File: src/rtl/gcoin_pkg.sv
// Shared types and constants for the greedy coin change block.
// No dependencies; every other file refers to it by scoped names.
package gcoin_pkg;

    localparam int NUM_SLOTS   = 8;
    localparam int COIN_WIDTH  = 16;
    localparam int REG_COUNT   = 8;
    localparam int DENOM_W     = 16;
    localparam int AMOUNT_W    = 32;
    localparam int COUNT_W     = 32;
    localparam int CFG_INDEX_W = 3;
    localparam int SLOT_W      = (NUM_SLOTS > 1) ? $clog2(NUM_SLOTS) : 1;
    localparam int QUEUE_DEPTH = 2;
    localparam int QPTR_W      = (QUEUE_DEPTH > 1) ? $clog2(QUEUE_DEPTH) : 1;
    localparam int DIV_CNT_W   = $clog2(AMOUNT_W);

    localparam logic [DENOM_W-1:0] COIN_MASK = (COIN_WIDTH >= DENOM_W)
        ? {DENOM_W{1'b1}}
        : DENOM_W'((64'd1 << COIN_WIDTH) - 64'd1);

    typedef logic [1:0] status_t;
    localparam status_t ST_OK    = 2'd0;
    localparam status_t ST_NOFIT = 2'd1;
    localparam status_t ST_DUP   = 2'd2;
    localparam status_t ST_EMPTY = 2'd3;

    typedef enum logic [1:0] {
        KIND_WORK,
        KIND_DUP,
        KIND_EMPTY
    } kind_t;

    typedef logic [DENOM_W-1:0] denom_t;

    // One classified request as it travels from the front to the back.
    typedef struct packed {
        logic [AMOUNT_W-1:0]    amount;
        kind_t                  kind;
        denom_t [NUM_SLOTS-1:0] sorted;
    } job_t;

endpackage

File: src/rtl/gcoin_front.sv
// Front end: configuration registers, request intake, sorting and classification.
// Depends on gcoin_pkg; feeds gcoin_queue.
module gcoin_front (
    input  logic                              clk,
    input  logic                              rst_n,
    input  logic                              cfg_write,
    input  logic [gcoin_pkg::CFG_INDEX_W-1:0] cfg_index,
    input  logic [gcoin_pkg::DENOM_W-1:0]     cfg_data,
    input  logic                              in_valid,
    output logic                              in_stall,
    input  logic [gcoin_pkg::AMOUNT_W-1:0]    amount,
    output logic                              push,
    output gcoin_pkg::job_t                   push_job,
    input  logic                              queue_full
);

    typedef enum logic [1:0] {
        F_IDLE,
        F_SORT,
        F_PUSH
    } fstate_t;

    localparam logic [gcoin_pkg::SLOT_W-1:0] LAST_SLOT =
        gcoin_pkg::SLOT_W'(gcoin_pkg::NUM_SLOTS - 1);

    fstate_t                                    state_reg;
    gcoin_pkg::denom_t [gcoin_pkg::REG_COUNT-1:0] denom_reg;
    gcoin_pkg::denom_t [gcoin_pkg::NUM_SLOTS-1:0] sorted_reg;
    gcoin_pkg::denom_t [gcoin_pkg::NUM_SLOTS-1:0] sorted_next;
    logic [gcoin_pkg::AMOUNT_W-1:0]             amount_reg;
    logic [gcoin_pkg::SLOT_W-1:0]               slot_reg;
    logic                                       dup_reg;
    gcoin_pkg::denom_t                          cur_v;
    logic [gcoin_pkg::NUM_SLOTS-1:0]            keep;
    logic                                       hit;

    assign cur_v = denom_reg[slot_reg] & gcoin_pkg::COIN_MASK;

    // Insertion into the descending list: entries not below the new value stay,
    // the first smaller one takes it, and the rest move down one place.
    always_comb
    begin
        hit = 1'b0;
        for (int j = 0; j < gcoin_pkg::NUM_SLOTS; j++)
        begin
            keep[j] = (sorted_reg[j] >= cur_v);
            hit     = hit | (sorted_reg[j] == cur_v);
        end
        sorted_next[0] = keep[0] ? sorted_reg[0] : cur_v;
        for (int j = 1; j < gcoin_pkg::NUM_SLOTS; j++)
        begin
            if (keep[j])
            begin
                sorted_next[j] = sorted_reg[j];
            end
            else if (keep[j-1])
            begin
                sorted_next[j] = cur_v;
            end
            else
            begin
                sorted_next[j] = sorted_reg[j-1];
            end
        end
    end

    assign in_stall = (state_reg != F_IDLE);
    assign push     = (state_reg == F_PUSH) && !queue_full;

    always_comb
    begin
        push_job.amount = amount_reg;
        push_job.sorted = sorted_reg;
        if (dup_reg)
        begin
            push_job.kind = gcoin_pkg::KIND_DUP;
        end
        else if (amount_reg == '0)
        begin
            push_job.kind = gcoin_pkg::KIND_EMPTY;
        end
        else
        begin
            push_job.kind = gcoin_pkg::KIND_WORK;
        end
    end

    always_ff @(posedge clk or negedge rst_n)
    begin
        if (!rst_n)
        begin
            denom_reg <= '0;
        end
        else if (cfg_write)
        begin
            denom_reg[cfg_index] <= cfg_data;
        end
    end

    always_ff @(posedge clk or negedge rst_n)
    begin
        if (!rst_n)
        begin
            state_reg  <= F_IDLE;
            sorted_reg <= '0;
            amount_reg <= '0;
            slot_reg   <= '0;
            dup_reg    <= 1'b0;
        end
        else
        begin
            unique case (state_reg)
                F_IDLE:
                begin
                    if (in_valid)
                    begin
                        amount_reg <= amount;
                        sorted_reg <= '0;
                        slot_reg   <= '0;
                        dup_reg    <= 1'b0;
                        state_reg  <= F_SORT;
                    end
                end
                F_SORT:
                begin
                    if (cur_v != '0)
                    begin
                        sorted_reg <= sorted_next;
                        if (hit)
                        begin
                            dup_reg <= 1'b1;
                        end
                    end
                    if (slot_reg == LAST_SLOT)
                    begin
                        state_reg <= F_PUSH;
                    end
                    else
                    begin
                        slot_reg <= slot_reg + 1'b1;
                    end
                end
                F_PUSH:
                begin
                    if (!queue_full)
                    begin
                        state_reg <= F_IDLE;
                    end
                end
                default:
                begin
                    state_reg <= F_IDLE;
                end
            endcase
        end
    end

endmodule

File: src/rtl/gcoin_queue.sv
// Short queue of classified requests between the front and the back.
// Depends on gcoin_pkg for the entry type and depth.
module gcoin_queue (
    input  logic            clk,
    input  logic            rst_n,
    input  logic            push,
    input  gcoin_pkg::job_t push_job,
    input  logic            pop,
    output gcoin_pkg::job_t pop_job,
    output logic            full,
    output logic            empty
);

    localparam logic [gcoin_pkg::QPTR_W-1:0] LAST_PTR =
        gcoin_pkg::QPTR_W'(gcoin_pkg::QUEUE_DEPTH - 1);

    gcoin_pkg::job_t                entry_reg [gcoin_pkg::QUEUE_DEPTH];
    logic [gcoin_pkg::QPTR_W-1:0]   wr_ptr_reg;
    logic [gcoin_pkg::QPTR_W-1:0]   rd_ptr_reg;
    logic [gcoin_pkg::QPTR_W:0]     count_reg;
    logic                           do_push;
    logic                           do_pop;

    assign full    = (count_reg == (gcoin_pkg::QPTR_W + 1)'(gcoin_pkg::QUEUE_DEPTH));
    assign empty   = (count_reg == '0);
    assign do_push = push && !full;
    assign do_pop  = pop && !empty;
    assign pop_job = entry_reg[rd_ptr_reg];

    always_ff @(posedge clk)
    begin
        if (do_push)
        begin
            entry_reg[wr_ptr_reg] <= push_job;
        end
    end

    always_ff @(posedge clk or negedge rst_n)
    begin
        if (!rst_n)
        begin
            wr_ptr_reg <= '0;
            rd_ptr_reg <= '0;
            count_reg  <= '0;
        end
        else
        begin
            if (do_push)
            begin
                wr_ptr_reg <= (wr_ptr_reg == LAST_PTR) ? '0 : wr_ptr_reg + 1'b1;
            end
            if (do_pop)
            begin
                rd_ptr_reg <= (rd_ptr_reg == LAST_PTR) ? '0 : rd_ptr_reg + 1'b1;
            end
            if (do_push && !do_pop)
            begin
                count_reg <= count_reg + 1'b1;
            end
            else if (do_pop && !do_push)
            begin
                count_reg <= count_reg - 1'b1;
            end
        end
    end

    // The front only offers an entry when there is room for it.
    a_no_push_when_full: assert property (@(posedge clk) disable iff (!rst_n)
        push |-> !full)
        else $error("queue written while full");

endmodule

File: src/rtl/gcoin_divider.sv
// Restoring divider, one quotient bit per cycle: amount by one denomination.
// Depends on gcoin_pkg for widths.
module gcoin_divider (
    input  logic                           clk,
    input  logic                           rst_n,
    input  logic                           start,
    input  logic [gcoin_pkg::AMOUNT_W-1:0] dividend,
    input  gcoin_pkg::denom_t              divisor,
    output logic                           busy,
    output logic                           done,
    output logic [gcoin_pkg::AMOUNT_W-1:0] quotient,
    output gcoin_pkg::denom_t              remainder
);

    logic [gcoin_pkg::AMOUNT_W-1:0]  quo_reg;
    gcoin_pkg::denom_t               rem_reg;
    gcoin_pkg::denom_t               div_reg;
    logic [gcoin_pkg::DIV_CNT_W-1:0] cnt_reg;
    logic                            busy_reg;
    logic                            done_reg;
    logic [gcoin_pkg::DENOM_W:0]     trial;
    logic [gcoin_pkg::DENOM_W:0]     diff;

    // The partial remainder stays below the divisor, so one extra bit is enough.
    assign trial = {rem_reg, quo_reg[gcoin_pkg::AMOUNT_W-1]};
    assign diff  = trial - {1'b0, div_reg};

    assign busy      = busy_reg;
    assign done      = done_reg;
    assign quotient  = quo_reg;
    assign remainder = rem_reg;

    always_ff @(posedge clk or negedge rst_n)
    begin
        if (!rst_n)
        begin
            quo_reg  <= '0;
            rem_reg  <= '0;
            div_reg  <= '0;
            cnt_reg  <= '0;
            busy_reg <= 1'b0;
            done_reg <= 1'b0;
        end
        else
        begin
            done_reg <= 1'b0;
            if (start && !busy_reg)
            begin
                quo_reg  <= dividend;
                rem_reg  <= '0;
                div_reg  <= divisor;
                cnt_reg  <= gcoin_pkg::DIV_CNT_W'(gcoin_pkg::AMOUNT_W - 1);
                busy_reg <= 1'b1;
            end
            else if (busy_reg)
            begin
                if (!diff[gcoin_pkg::DENOM_W])
                begin
                    rem_reg <= diff[gcoin_pkg::DENOM_W-1:0];
                    quo_reg <= {quo_reg[gcoin_pkg::AMOUNT_W-2:0], 1'b1};
                end
                else
                begin
                    rem_reg <= trial[gcoin_pkg::DENOM_W-1:0];
                    quo_reg <= {quo_reg[gcoin_pkg::AMOUNT_W-2:0], 1'b0};
                end
                if (cnt_reg == '0)
                begin
                    busy_reg <= 1'b0;
                    done_reg <= 1'b1;
                end
                else
                begin
                    cnt_reg <= cnt_reg - 1'b1;
                end
            end
        end
    end

endmodule

File: src/rtl/gcoin_back.sv
// Back end: greedy pass over the sorted denominations and run-length output.
// Depends on gcoin_pkg and gcoin_divider; drains gcoin_queue.
module gcoin_back (
    input  logic                           clk,
    input  logic                           rst_n,
    input  logic                           q_empty,
    input  gcoin_pkg::job_t                q_job,
    output logic                           pop,
    output logic                           out_valid,
    input  logic                           out_stall,
    output logic [gcoin_pkg::DENOM_W-1:0]  coin_value,
    output logic [gcoin_pkg::COUNT_W-1:0]  coin_count,
    output logic [1:0]                     status,
    output logic                           last
);

    typedef enum logic [2:0] {
        B_IDLE,
        B_ISSUE,
        B_WAIT,
        B_CHECK,
        B_SCAN,
        B_OUT
    } bstate_t;

    localparam logic [gcoin_pkg::SLOT_W-1:0] LAST_SLOT =
        gcoin_pkg::SLOT_W'(gcoin_pkg::NUM_SLOTS - 1);

    bstate_t                                      state_reg;
    gcoin_pkg::denom_t [gcoin_pkg::NUM_SLOTS-1:0] sorted_reg;
    logic [gcoin_pkg::AMOUNT_W-1:0]               rem_reg;
    logic [gcoin_pkg::SLOT_W-1:0]                 idx_reg;
    logic [gcoin_pkg::SLOT_W-1:0]                 lastk_reg;
    logic [gcoin_pkg::COUNT_W-1:0]                counts_reg [gcoin_pkg::NUM_SLOTS];
    logic                                         out_valid_reg;
    gcoin_pkg::denom_t                            coin_value_reg;
    logic [gcoin_pkg::COUNT_W-1:0]                coin_count_reg;
    gcoin_pkg::status_t                           status_reg;
    logic                                         last_reg;

    gcoin_pkg::denom_t                            cur_d;
    logic [gcoin_pkg::COUNT_W-1:0]                cur_count;
    logic                                         div_start;
    logic                                         div_busy;
    logic                                         div_done;
    logic [gcoin_pkg::AMOUNT_W-1:0]               div_quo;
    gcoin_pkg::denom_t                            div_rem;

    assign cur_d     = sorted_reg[idx_reg];
    assign cur_count = counts_reg[idx_reg];
    assign div_start = (state_reg == B_ISSUE) && (cur_d != '0);
    assign pop       = (state_reg == B_IDLE) && !q_empty;

    assign out_valid  = out_valid_reg;
    assign coin_value = coin_value_reg;
    assign coin_count = coin_count_reg;
    assign status     = status_reg;
    assign last       = last_reg;

    gcoin_divider u_div (
        .clk       (clk),
        .rst_n     (rst_n),
        .start     (div_start),
        .dividend  (rem_reg),
        .divisor   (cur_d),
        .busy      (div_busy),
        .done      (div_done),
        .quotient  (div_quo),
        .remainder (div_rem)
    );

    // Per-slot coin counts; every slot is written before the output scan reads it.
    always_ff @(posedge clk)
    begin
        if ((state_reg == B_ISSUE) && (cur_d == '0))
        begin
            counts_reg[idx_reg] <= '0;
        end
        else if ((state_reg == B_WAIT) && div_done)
        begin
            counts_reg[idx_reg] <= div_quo;
        end
    end

    always_ff @(posedge clk or negedge rst_n)
    begin
        if (!rst_n)
        begin
            state_reg      <= B_IDLE;
            sorted_reg     <= '0;
            rem_reg        <= '0;
            idx_reg        <= '0;
            lastk_reg      <= '0;
            out_valid_reg  <= 1'b0;
            coin_value_reg <= '0;
            coin_count_reg <= '0;
            status_reg     <= gcoin_pkg::ST_OK;
            last_reg       <= 1'b0;
        end
        else
        begin
            unique case (state_reg)
                B_IDLE:
                begin
                    if (!q_empty)
                    begin
                        sorted_reg     <= q_job.sorted;
                        coin_value_reg <= '0;
                        coin_count_reg <= '0;
                        last_reg       <= 1'b1;
                        unique case (q_job.kind)
                            gcoin_pkg::KIND_DUP:
                            begin
                                status_reg    <= gcoin_pkg::ST_DUP;
                                out_valid_reg <= 1'b1;
                                state_reg     <= B_OUT;
                            end
                            gcoin_pkg::KIND_EMPTY:
                            begin
                                rem_reg       <= '0;
                                status_reg    <= gcoin_pkg::ST_EMPTY;
                                out_valid_reg <= 1'b1;
                                state_reg     <= B_OUT;
                            end
                            default:
                            begin
                                rem_reg   <= q_job.amount;
                                idx_reg   <= '0;
                                state_reg <= B_ISSUE;
                            end
                        endcase
                    end
                end
                B_ISSUE:
                begin
                    if (cur_d != '0)
                    begin
                        state_reg <= B_WAIT;
                    end
                    else if (idx_reg == LAST_SLOT)
                    begin
                        state_reg <= B_CHECK;
                    end
                    else
                    begin
                        idx_reg <= idx_reg + 1'b1;
                    end
                end
                B_WAIT:
                begin
                    if (div_done)
                    begin
                        rem_reg <= {{(gcoin_pkg::AMOUNT_W - gcoin_pkg::DENOM_W){1'b0}},
                                    div_rem};
                        if (div_quo != '0)
                        begin
                            lastk_reg <= idx_reg;
                        end
                        if (idx_reg == LAST_SLOT)
                        begin
                            state_reg <= B_CHECK;
                        end
                        else
                        begin
                            idx_reg   <= idx_reg + 1'b1;
                            state_reg <= B_ISSUE;
                        end
                    end
                end
                B_CHECK:
                begin
                    if (rem_reg != '0)
                    begin
                        coin_value_reg <= '0;
                        coin_count_reg <= '0;
                        status_reg     <= gcoin_pkg::ST_NOFIT;
                        last_reg       <= 1'b1;
                        out_valid_reg  <= 1'b1;
                        state_reg      <= B_OUT;
                    end
                    else
                    begin
                        idx_reg   <= '0;
                        state_reg <= B_SCAN;
                    end
                end
                B_SCAN:
                begin
                    if (cur_count != '0)
                    begin
                        coin_value_reg <= cur_d;
                        coin_count_reg <= cur_count;
                        status_reg     <= gcoin_pkg::ST_OK;
                        last_reg       <= (idx_reg == lastk_reg);
                        out_valid_reg  <= 1'b1;
                        state_reg      <= B_OUT;
                    end
                    else if (idx_reg == LAST_SLOT)
                    begin
                        state_reg <= B_IDLE;
                    end
                    else
                    begin
                        idx_reg <= idx_reg + 1'b1;
                    end
                end
                B_OUT:
                begin
                    if (!out_stall)
                    begin
                        out_valid_reg <= 1'b0;
                        if (last_reg || (idx_reg == LAST_SLOT))
                        begin
                            state_reg <= B_IDLE;
                        end
                        else
                        begin
                            idx_reg   <= idx_reg + 1'b1;
                            state_reg <= B_SCAN;
                        end
                    end
                end
                default:
                begin
                    state_reg <= B_IDLE;
                end
            endcase
        end
    end

    a_fail_is_final: assert property (@(posedge clk) disable iff (!rst_n)
        (out_valid_reg && (status_reg != gcoin_pkg::ST_OK))
            |-> (last_reg && (coin_value_reg == '0) && (coin_count_reg == '0)))
        else $error("failure result must be a lone final result with zero fields");

    a_run_nonzero: assert property (@(posedge clk) disable iff (!rst_n)
        (out_valid_reg && (status_reg == gcoin_pkg::ST_OK))
            |-> ((coin_count_reg != '0) && (coin_value_reg != '0)))
        else $error("run result with zero value or count");

    a_div_alive: assert property (@(posedge clk) disable iff (!rst_n)
        (state_reg == B_WAIT) |-> (div_busy || div_done))
        else $error("waiting on a divider that is not running");

    a_out_only_in_out_state: assert property (@(posedge clk) disable iff (!rst_n)
        out_valid_reg |-> (state_reg == B_OUT))
        else $error("result offered outside the output state");

endmodule

File: src/rtl/greedy_coin_change_core.sv
// Top level of the greedy coin change block.
// Depends on gcoin_pkg, gcoin_front, gcoin_queue and gcoin_back.
//
// Usage:
//   Denominations are written through cfg_write/cfg_index/cfg_data while the
//   block is idle; slot value 0 leaves a slot unused.
//   An amount is a transfer on the input channel (in_valid high, in_stall low).
//   The front copies it, sorts the used denominations by insertion, one slot
//   per cycle, flags duplicates and an empty amount, and queues the request;
//   the queue holds two requests.
//   The back divides the remainder by each used denomination in turn with a
//   shared one-bit-per-cycle divider, then scans the slots, emitting a result
//   per nonzero count and passing over the zero-count slots.
//   Results leave as run-length pairs, largest coin first, with last on the
//   final one; a duplicate set, an empty amount or a remainder that does not
//   fit yields a single result with that status.
//   The output register holds a result while out_stall is high; the back
//   waits, while the front and queue keep taking new amounts until full.
//   Reset clears the denominations to zero and empties the queue.
module greedy_coin_change_core (
    input  logic                              clk,
    input  logic                              rst_n,
    input  logic                              cfg_write,
    input  logic [gcoin_pkg::CFG_INDEX_W-1:0] cfg_index,
    input  logic [gcoin_pkg::DENOM_W-1:0]     cfg_data,
    input  logic                              in_valid,
    output logic                              in_stall,
    input  logic [gcoin_pkg::AMOUNT_W-1:0]    amount,
    output logic                              out_valid,
    input  logic                              out_stall,
    output logic [gcoin_pkg::DENOM_W-1:0]     coin_value,
    output logic [gcoin_pkg::COUNT_W-1:0]     coin_count,
    output logic [1:0]                        status,
    output logic                              last
);

    logic            push;
    gcoin_pkg::job_t push_job;
    logic            queue_full;
    logic            pop;
    gcoin_pkg::job_t pop_job;
    logic            queue_empty;

    gcoin_front u_front (
        .clk        (clk),
        .rst_n      (rst_n),
        .cfg_write  (cfg_write),
        .cfg_index  (cfg_index),
        .cfg_data   (cfg_data),
        .in_valid   (in_valid),
        .in_stall   (in_stall),
        .amount     (amount),
        .push       (push),
        .push_job   (push_job),
        .queue_full (queue_full)
    );

    gcoin_queue u_queue (
        .clk      (clk),
        .rst_n    (rst_n),
        .push     (push),
        .push_job (push_job),
        .pop      (pop),
        .pop_job  (pop_job),
        .full     (queue_full),
        .empty    (queue_empty)
    );

    gcoin_back u_back (
        .clk        (clk),
        .rst_n      (rst_n),
        .q_empty    (queue_empty),
        .q_job      (pop_job),
        .pop        (pop),
        .out_valid  (out_valid),
        .out_stall  (out_stall),
        .coin_value (coin_value),
        .coin_count (coin_count),
        .status     (status),
        .last       (last)
    );

endmodule

File: config.mk
export PLATFORM = sky130hd
export DESIGN_NAME = greedy_coin_change_core
export DESIGN_NICKNAME = d
export VERILOG_FILES = /design/src/rtl/gcoin_pkg.sv /design/src/rtl/gcoin_front.sv /design/src/rtl/gcoin_queue.sv /design/src/rtl/gcoin_divider.sv /design/src/rtl/gcoin_back.sv /design/src/rtl/greedy_coin_change_core.sv
export SDC_FILE = /design/constraint.sdc
export NUM_CORES = 2
export LEC_CHECK = 0
export ABC_AREA = 1
export BUFFER_PORTS_ARGS = -buffer_cell sky130_fd_sc_hd__clkbuf_2
export CAP_MARGIN = 20
export CELL_PAD_IN_SITES_DETAIL_PLACEMENT = 1
export CELL_PAD_IN_SITES_GLOBAL_PLACEMENT = 2
export CORE_ASPECT_RATIO = 0.9
export CORE_MARGIN = 5
export CORE_UTILIZATION = 25
export DETAILED_ROUTE_END_ITERATION = 10
export PLACE_DENSITY_LB_ADDON = 0.2
export SKIP_CTS_REPAIR_TIMING = 1
export SLEW_MARGIN = 20
export SYNTH_ARGS = -nofsm -noshare
export SYNTH_HDL_FRONTEND = slang
export SYNTH_SLANG_ARGS = --single-unit
File: constraint.sdc
create_clock -name clk -period 15.1 [get_ports clk]
set_input_delay 0.755 -clock clk [delete_from_list [all_inputs] [get_ports clk]]
set_output_delay 0.755 -clock clk [all_outputs]
set_load 0.02 [all_outputs]
# ---- Yosys cells after proc, flatten, opt, wreduce, memory -nomap -nowiden
# Memory sizes are Yosys's and may differ from the RTL's.
# Cells that the tools add are included.
dict set report op_classes {
  addsub 8
  magnitude_cmp 12
  eq_ne 51
  muxes 113
  bitwise_logic 9
  reduce_logical 58
}
# cell n
set op_table {}
lappend op_table {{$mux 16} 24}
lappend op_table {{$mux 128} 2}
lappend op_table {{$mux 32} 8}
lappend op_table {{$pmux 128 s2} 1}
lappend op_table {{$bwmux 128} 1}
lappend op_table {{$eq 16x16->1} 8}
lappend op_table {{$ge 16x16->1} 8}
lappend op_table {{$pmux 32 s2} 2}
lappend op_table {{$bmux 16 s3} 2}
lappend op_table {{$pmux 32 s3} 1}
lappend op_table {{$reduce_bool 32->1} 3}
lappend op_table {{$mux 3} 20}
lappend op_table {{$demux 16 s3} 1}
lappend op_table {{$pmux 16 s3} 1}
lappend op_table {{$ne 2x2->1 const B} 22}
lappend op_table {{$reduce_and 4->1} 11}
lappend op_table {{$pmux 3 s6} 2}
lappend op_table {{$logic_not 32->1} 1}
lappend op_table {{$reduce_bool 16->1} 2}
lappend op_table {{$mux 1} 27}
lappend op_table {{$mux 2} 11}
lappend op_table {{$sub 17x16->17} 1}
lappend op_table {{$logic_not 16->1} 1}
lappend op_table {{$mux 5} 3}
lappend op_table {{40 further kinds} 88}
dict set report totals {
  regBits 590
  ram_bits 580
  elab_cells 299
  mem_count 2
}
# name depth width read_ports rd_ports_with_merged_regs wr line
set memory_table {}
lappend memory_table {u_queue.entry_reg 2 162 1 0 1 gcoin_queue.sv:17} ;# gcoin_pkg::job_t entry_reg [gcoin_pkg::QUEUE_DEPTH];
lappend memory_table {u_back.counts_reg 8 32 1 0 1 gcoin_back.sv:34} ;# logic [gcoin_pkg::COUNT_W-1:0] counts_reg [gcoin_pkg::NUM_SLOTS];

# ---- Longest topological paths before layout
dict set report logic_depth {
  ltp_word 13
  depth_mapped 24
  ltp_nobuf 21
}

# ---- By module
# From an unflattened synthesis, not the netlist that was laid out.
dict set report hier_totals {
  cells_unflattened 6294
  area_unflattened_um2 56257.7
}
# module instances cells_each area_per_inst_um2 seq_area_each_um2
set by_module_without_submodules {}
lappend by_module_without_submodules {gcoin_back 1 2234 21215.3 13217.7}
lappend by_module_without_submodules {gcoin_front 1 2610 18880.6 7357.1}
lappend by_module_without_submodules {gcoin_queue 1 877 11966.5 9829.4}
lappend by_module_without_submodules {gcoin_divider 1 573 4195.3 1776.7}

# ---- Least setup slack after synthesis
# No wires, ideal clock.
dict set report synth_path {
  path_kind {flip-flop to flip-flop}
  from {register u_queue.count_reg[0] (netlist name)}
  to {memory u_queue.entry_reg[1][0] (netlist name), enable pin}
  setup_ns 0.687
  t_arrival_ns 7.604
  setup_slack_ns 6.809
  path_stages_with_launch 5
  n_path_buf 0
  period_less_slack_ns 8.291
  path_cell_list {dfrtp_1 -> inv_1 -> a211oi_1 -> inv_1 -> nor2_1}
}
dict set report synth_between {
  elab_chain_len 6
}
# item line
set synth_lines {}
lappend synth_lines {{from (decl)} gcoin_queue.sv:20} ;# logic [gcoin_pkg::QPTR_W:0] count_reg;
lappend synth_lines {{from (signal assigned)} gcoin_queue.sv:58} ;# count_reg <= count_reg + 1'b1;
lappend synth_lines {{from (signal assigned)} gcoin_queue.sv:62} ;# count_reg <= count_reg - 1'b1;
lappend synth_lines {{$eq 2x2->1 (*)} gcoin_queue.sv:24} ;# assign full = (count_reg == (gcoin_pkg::QPTR_W + 1)'(gcoin_pkg::QUEUE_DEPTH));
lappend synth_lines {{$logic_not 1->1 (*)} {gcoin_front.sv:68, gcoin_queue.sv:26}}
lappend synth_lines {{$logic_and 1x1->1} gcoin_front.sv:68} ;# assign push = (state_reg == F_PUSH) && !queue_full;
lappend synth_lines {{$logic_and 1x1->1 (*)} gcoin_queue.sv:26} ;# assign do_push = push && !full;
lappend synth_lines {{net u_queue.do_push} gcoin_queue.sv:21} ;# logic do_push;
lappend synth_lines {{$mux 1 (*)} gcoin_queue.sv:32} ;# if (do_push)
lappend synth_lines {{$mux 1 (implied by the code) (*)} gcoin_queue.sv:34} ;# entry_reg[wr_ptr_reg] <= push_job;
lappend synth_lines {{to (decl)} gcoin_queue.sv:17}
# The timed path passes the listed nets; every way through them passes the cells marked *.

# ---- Worst setup path in the final report
dict set report layout_path {
  from {register u_back.idx_reg[0] (netlist name)}
  to {memory u_back.counts_reg[7][5] (netlist name), enable pin}
}
dict set report layout_between {
  elab_chain_len 7
}
# item line
set layout_lines {}
lappend layout_lines {{from (decl)} gcoin_back.sv:32} ;# logic [gcoin_pkg::SLOT_W-1:0] idx_reg;
lappend layout_lines {{from (signal assigned)} gcoin_back.sv:146} ;# idx_reg <= idx_reg + 1'b1;
lappend layout_lines {{from (signal assigned)} gcoin_back.sv:165} ;# idx_reg <= idx_reg + 1'b1;
lappend layout_lines {{from (signal assigned)} gcoin_back.sv:204} ;# idx_reg <= idx_reg + 1'b1;
lappend layout_lines {{$bmux 16 s3} gcoin_back.sv:49} ;# assign cur_d = sorted_reg[idx_reg];
lappend layout_lines {{$mux 16 (implied by the code)} gcoin_back.sv:49}
lappend layout_lines {{$logic_not 16->1} gcoin_back.sv:75} ;# if ((state_reg == B_ISSUE) && (cur_d == '0))
lappend layout_lines {{$logic_and 1x1->1} gcoin_back.sv:75}
lappend layout_lines {{$mux 1} gcoin_back.sv:75}
lappend layout_lines {{$mux 1 (on tied branches)} {gcoin_back.sv:77, gcoin_back.sv:81}}
lappend layout_lines {{$or 1x1->1 (no source line)} --}
lappend layout_lines {{to (decl)} gcoin_back.sv:34}
# Parallel ways exist; a longest one is shown, timed or not. The select of a mux whose other input is x is not followed.

==> impl_metrics.tcl <==
set metrics [dict create \
    slew-limit-headroom 0.252 \
    finalPower_w 0.0105 \
    clkSinkCount 1170 \
    drive_above_1_share 0.0862 \
    crit_arrival_ns 5.68 \
    peakVddDrop_uv 104 \
    drc 0 \
    die_w_microns 493 \
    seq_area_sq_um 32200 \
    synth_seq_area_share 0.612 \
    cp_slowest_stage_delay_ns 0.78 \
    cp_data_required_time_ns 15.49 \
    tns_ns 0 \
    slew_viol_final 0 \
    synthTopCellsByArea "edfxtp_1 (33%), dfrtp_1 (28%), nand2_1 (12%), o21ai_0 (4.2%), nor2_1 (4.0%)" \
    power_leakage_nw 25.4 \
    crit_slowest_cell "dfrtp_4" \
    netlist_instances 5480 \
    grt_pass1_wl_mm 279 \
    largest_reg_flops 324 \
    route.vias.total 39062 \
    fin_skew_ns 0.0418 \
    cpMostUsedCell "nand3_1" \
    syn-cell-area_sq_um 52600 \
    wl_per_cell_microns 22.3 \
    wirelength_mm 187 \
    startpoint_type "flip-flop" \
    tightest_slew_ns 1.12 \
    area_delta_synth_final_pct 16.2 \
    period_minus_slack_ns 5.28 \
    synth.distinct_cells 45 \
    synthDominantCellAreaShare 0.331 \
    status "completed" \
    gp_congestion 0.784 \
    postSynth.asyncResetShare 0.504 \
    fmax_ghz 0.189 \
    critPathKind "flip-flop to flip-flop" \
    numPortBuffers 108 \
    ioPinCount 109 \
    powerDensity_nw_per_um2 172 \
    critPathCaptureType "flip-flop" \
    die_h_microns 445 \
    yosys_warnings 0 \
    cts-root-buf "clkbuf_16" \
    cp_cell_sequence "buf_4 > buf_4 > nand2_1 > nand3_1 > nand2_1 > inv_1 > nand3_1 > nor2_1 > nand3_1 > nor2_1 > nand3_1 > nand2_1 > inv_1 > nor3_2 > buf_4" \
    core_area_sq_um 209000 \
    clkLatencyLatePin_ns 0.78 \
    multi_input_area_sq_um 18300 \
    grt_max_degree 135 \
    fin_nets 5739 \
    finalCritPeriodShare 0.350 \
    setup_violations 0 \
    clock_tree.buffer_depth 3 \
    final-hold-violation-count 0 \
    hold_ws_ns 0.0271 \
    n_fill_cell 23765 \
    grt_overflow 0 \
    critPathMaxFanout 44 \
    cts_buffers 143 \
    antenna_found_initial 16 \
    rows 159 \
    synth-main-ff-cell "dfrtp_1" \
    initial_core_util 0.252 \
    ant_nets 0 \
    dieArea_sq_um 220000 \
    rsz0062_at_grt "no" \
    drt_first_pass_iters 7 \
    yosysTopAreaCell "edfxtp_1" \
    viasPerCell 4.65 \
    synth_edf_count 580 \
    grt_usage 0.169 \
    hpwl_mm 122 \
    drv_cap 0 \
    postSynthNetCount 5690 \
    dr.first_iter.drc_count 2398 \
    first_global_vias 40287 \
    hold_class "input port to asynchronous set/reset pin" \
    ctsHtreeMaxLevel 4 \
    synth_seq_cells 1170 \
    cts.clk_slew.worst_paths_ns 0.06 \
    cts_tree "yes" \
    avgSynthCellArea_sq_um 9.59 \
]
==> critical path: cells and delay by family, from the launching register on <==
kind,cells,cell delay (ns)
DFF,1,0.78
buffers and inverters,5,2.13
and+or+nand+nor,10,1.83
==> power breakdown <==
group	leakage (nW)	internal, W	total, W	switching (W)
Clock	2.36	0.00208	0.00354	0.00146
Combinational	10.4	0.000830	0.00293	0.00210
Sequential	12.6	0.00366	0.00402	0.000356
Total	25.4	0.00658	0.0105	0.00392
==> synth_stat cells, types with 2 or more instances <==
cell type  count
a21o_1         2
nand3b_1       4
o211ai_1      67
clkbuf_1     187
o21a_1         6
clkinv_1       2
buf_2         76
buf_6          3
edfxtp_1     580
or2_2          6
nand3_1      295
nor3_1        21
inv_2          4
a211oi_1       7
o21ai_0      442
o41ai_1       17
o21bai_1       2
o31ai_1      131
o22ai_1       35
nand2_2        6
buf_4         16
mux2i_1       21
o21ai_1       21
buf_1         18
a41oi_1        2
xnor2_1        7
ha_1         153
nor4_1        28
a21oi_1      113
mux2_2        16
xor2_1        12
nand4_1       22
dfrtp_1      590
nor2_1       566
inv_1        253
a221oi_1       2
nand2_1     1739
==> per-stage QoR <==
step / area [sq um] / util / cells / setup WS (ns)
final: 61100 / 0.292 / 8393 / 9.82
after global placement: 56200 / 0.269 / 8119 / 9.68
after CTS: 61100 / 0.292 / 8389 / 9.68
after detailed placement: 56200 / 0.269 / 8121 / 9.68
after floorplan: 52600 / - / 5480 / 6.81
after global routing: 61100 / 0.292 / 8391 / 9.55
==> layout by cell type, fill, tap and decap left out, drive strengths merged, types with 35 or more instances in the layout <==
cell type and count:
o22ai 35, a21oi 113, clkinv 42, o21ai 463, buf 97, clkbuf 314
o211ai 67, nand2 1745, nor2 566, edfxtp 580, o31ai 131, nand3 296
ha 153, dfrtp 590, inv 263
==> routing by layer <==
layer,global-route usage,wire [microns],part of all wire
met4,0.0331,3270,0.017
met5,0,0,0
met3,0.0220,6090,0.033
met1,0.237,89700,0.48
met2,0.280,88300,0.47
==> worst paths after layout <==
kind	start	end	slack, ns	cells past startpoint
hold / removal	rst_n	u_front.amount_reg[4]	0.03	1
setup / recovery	u_back.idx_reg[0]	u_back.counts_reg[7][5]	9.82	15
setup reg to reg	u_back.idx_reg[0]	u_back.counts_reg[7][5]	9.82	15
min in group clk	amount[20]	u_front.amount_reg[20]	0.18	3
max in group asynchronous	rst_n	u_back.sorted_reg[64]	11.90	5
hold reg to reg	u_back.coin_count[10]	u_back.coin_count[10]	0.47	2
==> cells by family after synthesis <==
family          count (synthesis)  synth area share
simple gates                 2688             0.203
compound gates                853            0.0941
mux                            37           0.00743
xor+xnor                       19           0.00317
fa+ha+maj                     154            0.0368
buf+inv                       559            0.0433
flops                        1170             0.612
==> cell type report <==
class                      instances  area share
sequential                      1170       0.527
multi-input combinational       3751       0.299
clock buffer                     207      0.0672
tap                             2737      0.0561
timing repair buffer             204      0.0223
inverter                         259      0.0162
clock inverter                    61      0.0123
antenna                            4    0.000164
No activity file was read; power rests on OpenSTA's default activity.
